**config.mk**
```make
export PLATFORM = sky130hd
export DESIGN_NAME = gblur_cell
export DESIGN_NICKNAME = d
export VERILOG_FILES = /design/src/design/gblur_pkg.sv /design/src/design/gblur_cell.sv
export SDC_FILE = /design/constraint.sdc
export NUM_CORES = 1
export LEC_CHECK = 0
export BUFFER_PORTS_ARGS = -buffer_cell sky130_fd_sc_hd__buf_2
export CAP_MARGIN = 25
export CORE_ASPECT_RATIO = 0.9
export CORE_MARGIN = 2
export CORE_UTILIZATION = 46
export DETAILED_ROUTE_END_ITERATION = 10
export PLACE_DENSITY_LB_ADDON = 0.05
export SYNTH_ARGS = -nofsm -noshare
export SYNTH_HDL_FRONTEND = slang
export SYNTH_SLANG_ARGS = --single-unit
```
**constraint.sdc**
```tcl
create_clock -name clock -period 3.05 [get_ports clock]
set_clock_uncertainty 0.15 [all_clocks]
set_input_delay 0.61 -clock clock [delete_from_list [all_inputs] [get_ports clock]]
set_output_delay 0.61 -clock clock [all_outputs]
set_load 0.02 [all_outputs]
```
**src/design/gblur_pkg.sv**
```systemverilog
// ----------------------------------------------------------------------------
// gblur_pkg
// Types and constants shared by the 3x3 binomial blur modules.
// ----------------------------------------------------------------------------
`timescale 1ns / 1ps

package gblur_pkg;

   localparam int PIXEL_W      = 8;
   localparam int COLSUM_W     = 10;
   localparam int SUM_W        = 12;
   localparam int NORM_SHIFT   = 4;
   localparam int NUM_COLS     = 3;
   localparam int WIDTH_REG_W  = 12;
   localparam int HEIGHT_REG_W = 13;
   localparam int CSR_DATA_W   = 13;
   localparam int CSR_INDEX_W  = 1;

   localparam logic [SUM_W-1:0]        ROUND_BIAS   = 12'd8;
   localparam logic [WIDTH_REG_W-1:0]  WIDTH_RESET  = 12'd640;
   localparam logic [HEIGHT_REG_W-1:0] HEIGHT_RESET = 13'd480;

   localparam logic CMD_DRAIN = 1'b1;

   localparam logic [CSR_INDEX_W-1:0] REG_IMAGE_WIDTH  = 1'd0;
   localparam logic [CSR_INDEX_W-1:0] REG_IMAGE_HEIGHT = 1'd1;

   typedef struct packed {
      logic [PIXEL_W-1:0] px_top;
      logic [PIXEL_W-1:0] px_mid;
      logic [PIXEL_W-1:0] px_bot;
   } column_type;

   typedef enum logic [1:0] {
      COL_LEFT,
      COL_CENTRE,
      COL_RIGHT
   } col_idx_type;

endpackage

```
**src/design/gblur_cell.sv**
```systemverilog
// ----------------------------------------------------------------------------
// gblur_cell
// One column of the 3x3 window: holds three pixels, passes them to its left
// neighbour on a shift and gives the vertical 1-2-1 sum of its column.
// ----------------------------------------------------------------------------
`timescale 1ns / 1ps

module gblur_cell (
   input  logic                                clock,
   input  logic                                reset,
   input  logic                                shift_en,
   input  gblur_pkg::column_type               load_col,
   output gblur_pkg::column_type               held_col,
   output logic [gblur_pkg::COLSUM_W-1:0]      col_sum
);

   import gblur_pkg::*;

   column_type held_col_ff;
   column_type held_col_in;

   always_comb begin
      held_col_in = shift_en ? load_col : held_col_ff;
   end

   always_ff @(posedge clock) begin
      if (reset) begin
         held_col_ff <= '0;
      end else begin
         held_col_ff <= held_col_in;
      end
   end

   assign held_col = held_col_ff;
   assign col_sum  = COLSUM_W'(held_col_ff.px_top)
                   + (COLSUM_W'(held_col_ff.px_mid) << 1)
                   + COLSUM_W'(held_col_ff.px_bot);

endmodule

```
==> results_dict.tcl <==
set metrics [dict create \
    drive_gt1_share_pct 48.40 \
    final-hold-violation-count 0 \
    timing.final.crit_period_ns 3.052 \
    drtAntennaViolNets 0 \
    via_per_inst 4.737 \
    route.detailed.wl_per_inst_um 12.58 \
    finish.instance_area_um2 1808 \
    htree_num_levels 1 \
    post-route-drc-count 0 \
    grt_max_degree 25 \
    cts_inserted_buffers 3 \
    mappedNetlistNets 170 \
    worstPathBufferInverterCount 1 \
    seq_area_frac_synth_pct 36.29 \
    ys_warn_count 0 \
    r2r_slack_ns 2.10 \
    finalCoreUtilization_pct 65.80 \
    clock_power_share_pct 20.2 \
    antenna_found_initial 0 \
    die_height_um 54.89 \
    place_inst 221 \
    antenna-diode-count 0 \
    tritoncts_num_sinks 24 \
    power_density_nw_per_um2 454.9 \
    finalSetupViolations 1 \
    timing.critical_path.slowest_cell_delay_ns 0.47 \
    timing.max_cap.violations 0 \
    placeableCoreArea_um2 2748 \
    comb_power_share_pct 37.1 \
    worst_slack_ns -0.002289 \
    grt.total_usage_pct 18.23 \
    synth_adder_area_share_pct 20.60 \
    synthMuxAreaShare_pct 18.90 \
    main_combinational_cell_family_by_area_after_synthesis "adder cells" \
    ir_drop_mv 0.3330 \
    syn_avg_cell_area_um2 10.51 \
    synthCells 126 \
    gate_family_responsible_for_the_most_delay_along_the_worst_path "adder cells" \
    clk-insertion-delay-late_ns 0.31 \
    status "complete, but fails checks" \
    numPortBuffers 60 \
    area_growth_pct 36.58 \
    worst-endpoint-required_ns 2.29 \
    type_of_the_worst_setup_path "reg -> out" \
    timing.critical_path.fanout_max 2 \
    grt_pass1_vias 991 \
    slew_violations 0 \
    ys_seq_elements 24 \
    synth-simple-area-share_pct 11.44 \
    synth_area_um2 1324 \
    timing.final.crit_share_pct 100.1 \
    row_count 18 \
    worst-slew-pin-transition_ns 0.6868 \
    initial_core_util_pct 48.18 \
    power_frac_seq_pct 42.7 \
    layout.filler_cells 240 \
    largest_reg_flops 24 \
    replace_congestion 0.7407 \
    drt_pre_antenna_iters 4 \
    holdCritPathClass "in -> reg" \
    timing.critical_path.from_type "flop" \
    io_pins 61 \
    violated_checks "setup timing" \
    cts.path.max_buffers 2 \
    grt_first_pass_wirelength_mm 4.471 \
    dieWidth_um 60.55 \
    cellLeakagePower_uw 0.0009362 \
    die_area_um2 3323 \
    timing.slew.headroom_pct 54.21 \
    dp_worst_setup_slack_ns 0.1519 \
    internal_power_uw 542.5 \
    finalNonFillerCells 228 \
    cp.arrival_ns 2.29 \
    sw_frac_of_total_pct 34.03 \
    rsz0062_at_grt "yes" \
    fmax_ghz 0.3276 \
    placement.cell_area_um2 1644 \
    drt_iter0_markers 51 \
    dr_total_vias 1080 \
    power.switching_uw 279.9 \
    path_cells "fa_1, ha_2, fa_2, a21oi_4, o21a_2, xnor2_1, buf_4" \
    cts_tree "yes" \
    synth_area_in_compound_gates_pct 6.994 \
    synth-xor-area-share_pct 2.647 \
    critPathCaptureType "primary output" \
    cpMaxStageDelayCell "sky130_fd_sc_hd__fa_1" \
    cts.clk_slew.worst_paths_ns 0.13 \
    yosysUniqueCellTypes 26 \
    design.final.nets 233 \
    clockRootBuffer "sky130_fd_sc_hd__clkbuf_4" \
    finalWirelength_mm 2.869 \
    setup_tns_ns -0.002289 \
    grt.overflow.total 0 \
]
## area by class of cell
class                           instances  area, um2  area share [%]
Sequential cell                        24      494.2           27.34
Timing Repair Buffer                   63      332.8           18.41
Clock buffer                            4      36.28           2.007
Multi-Input combinational cell         94      883.3           48.86
Inverter                                3      11.26          0.6228
Tap cell                               40      50.05           2.768
## cells in the mapped netlist (all sizes together)
library cell,n,area (um2)
and2b,1,8.760
or2b,1,7.510
xor2,2,17.52
nand3b,1,7.510
mux2i,25,250.2
a21oi,5,28.78
clkbuf,2,7.510
o21bai,1,7.510
nand3,2,10.01
o21ai,1,5.000
nand2,3,11.26
o21a,1,8.760
nor2,24,90.09
o211ai,1,7.510
a221oi,1,8.760
nand4,1,6.260
inv,3,11.26
buf,3,22.52
fa,8,160.2
o221a,1,11.26
xnor2,2,17.52
ha,9,112.6
dfxtp,24,480.5
a21o,2,15.01
nor3,2,10.01
## per-stage QoR
stage          power [uW]  hold slack [ns]
6_report            822.4           0.3785
3_5_place_dp        624.5           0.3655
4_1_cts             809.8           0.3653
5_1_grt             875.4           0.3720
2_1_floorplan       543.4           0.4438
3_3_place_gp        618.2           0.3504
## cells by family (layout without fill, tap and decap cells)
kind of cell	Yosys count	count (layout)
AOI/OAI and AO/OA	13	13
xor gates and xnor gates	4	4
adders and majority gates	17	17
buffers and inverters	8	70
DFF	24	24
muxes	25	25
and+or+nand+nor	35	35
## cells in the final DEF (no fill, tap or decap), types with 4 or more instances in the layout
cell type,Yosys,routed
sky130_fd_sc_hd__buf_2,0,56
sky130_fd_sc_hd__mux2i_1,25,25
sky130_fd_sc_hd__nor2_1,24,24
sky130_fd_sc_hd__dfxtp_1,24,15
sky130_fd_sc_hd__dfxtp_2,0,8
sky130_fd_sc_hd__buf_4,3,7
sky130_fd_sc_hd__fa_1,8,6
sky130_fd_sc_hd__ha_1,9,4
sky130_fd_sc_hd__ha_4,0,4
## worst reg2reg max path: cells and delay by family (launching register included)
family	cells	cell delay, ns
flip-flops	1	0.36
buffers and inverters	1	0.13
multiplexers	1	0.12
AND/OR/NAND/NOR	1	0.07
## power by group through the flow
stage / logic [uW] / registers (uW) / clock network [uW]
detailed placement: 267 / 358 / 0
global route: 336 / 355 / 185
finish: 305 / 351 / 166
floorplan: 165 / 379 / 0
global placement: 262 / 356 / 0
CTS: 284 / 351 / 174
## routing by layer
| metal | GRT usage [%] | vias to the layer above | part of all wire, % |
|---|---|---|---|
| met5 | 0 | - | 0 |
| met4 | 5.435 | 0 | 0.84 |
| met3 | 2.791 | 4 | 4.3 |
| met2 | 28.08 | 25 | 46 |
| met1 | 26.60 | 495 | 49 |
| li1 | - | 556 | - |
## path summary, 6_finish.rpt
check | startpoint | endpoint | cells after the start
setup / recovery | held_col[1] | col_sum[7] | 7
hold / removal | load_col[10] | held_col[10] | 3
setup reg to reg | held_col[1] | held_col[1] | 3
hold reg to reg | held_col[5] | held_col[5] | 2
## repair_timing
item,4_1_cts,5_1_grt
gates resized for setup,9,18
pin swaps,3,12
setup buffers,2,1
endpoints found under the hold margin,0,0
setup endpoints to repair,5,5
hold buffers,0,0
No activity file was read; power rests on OpenSTA's default activity.
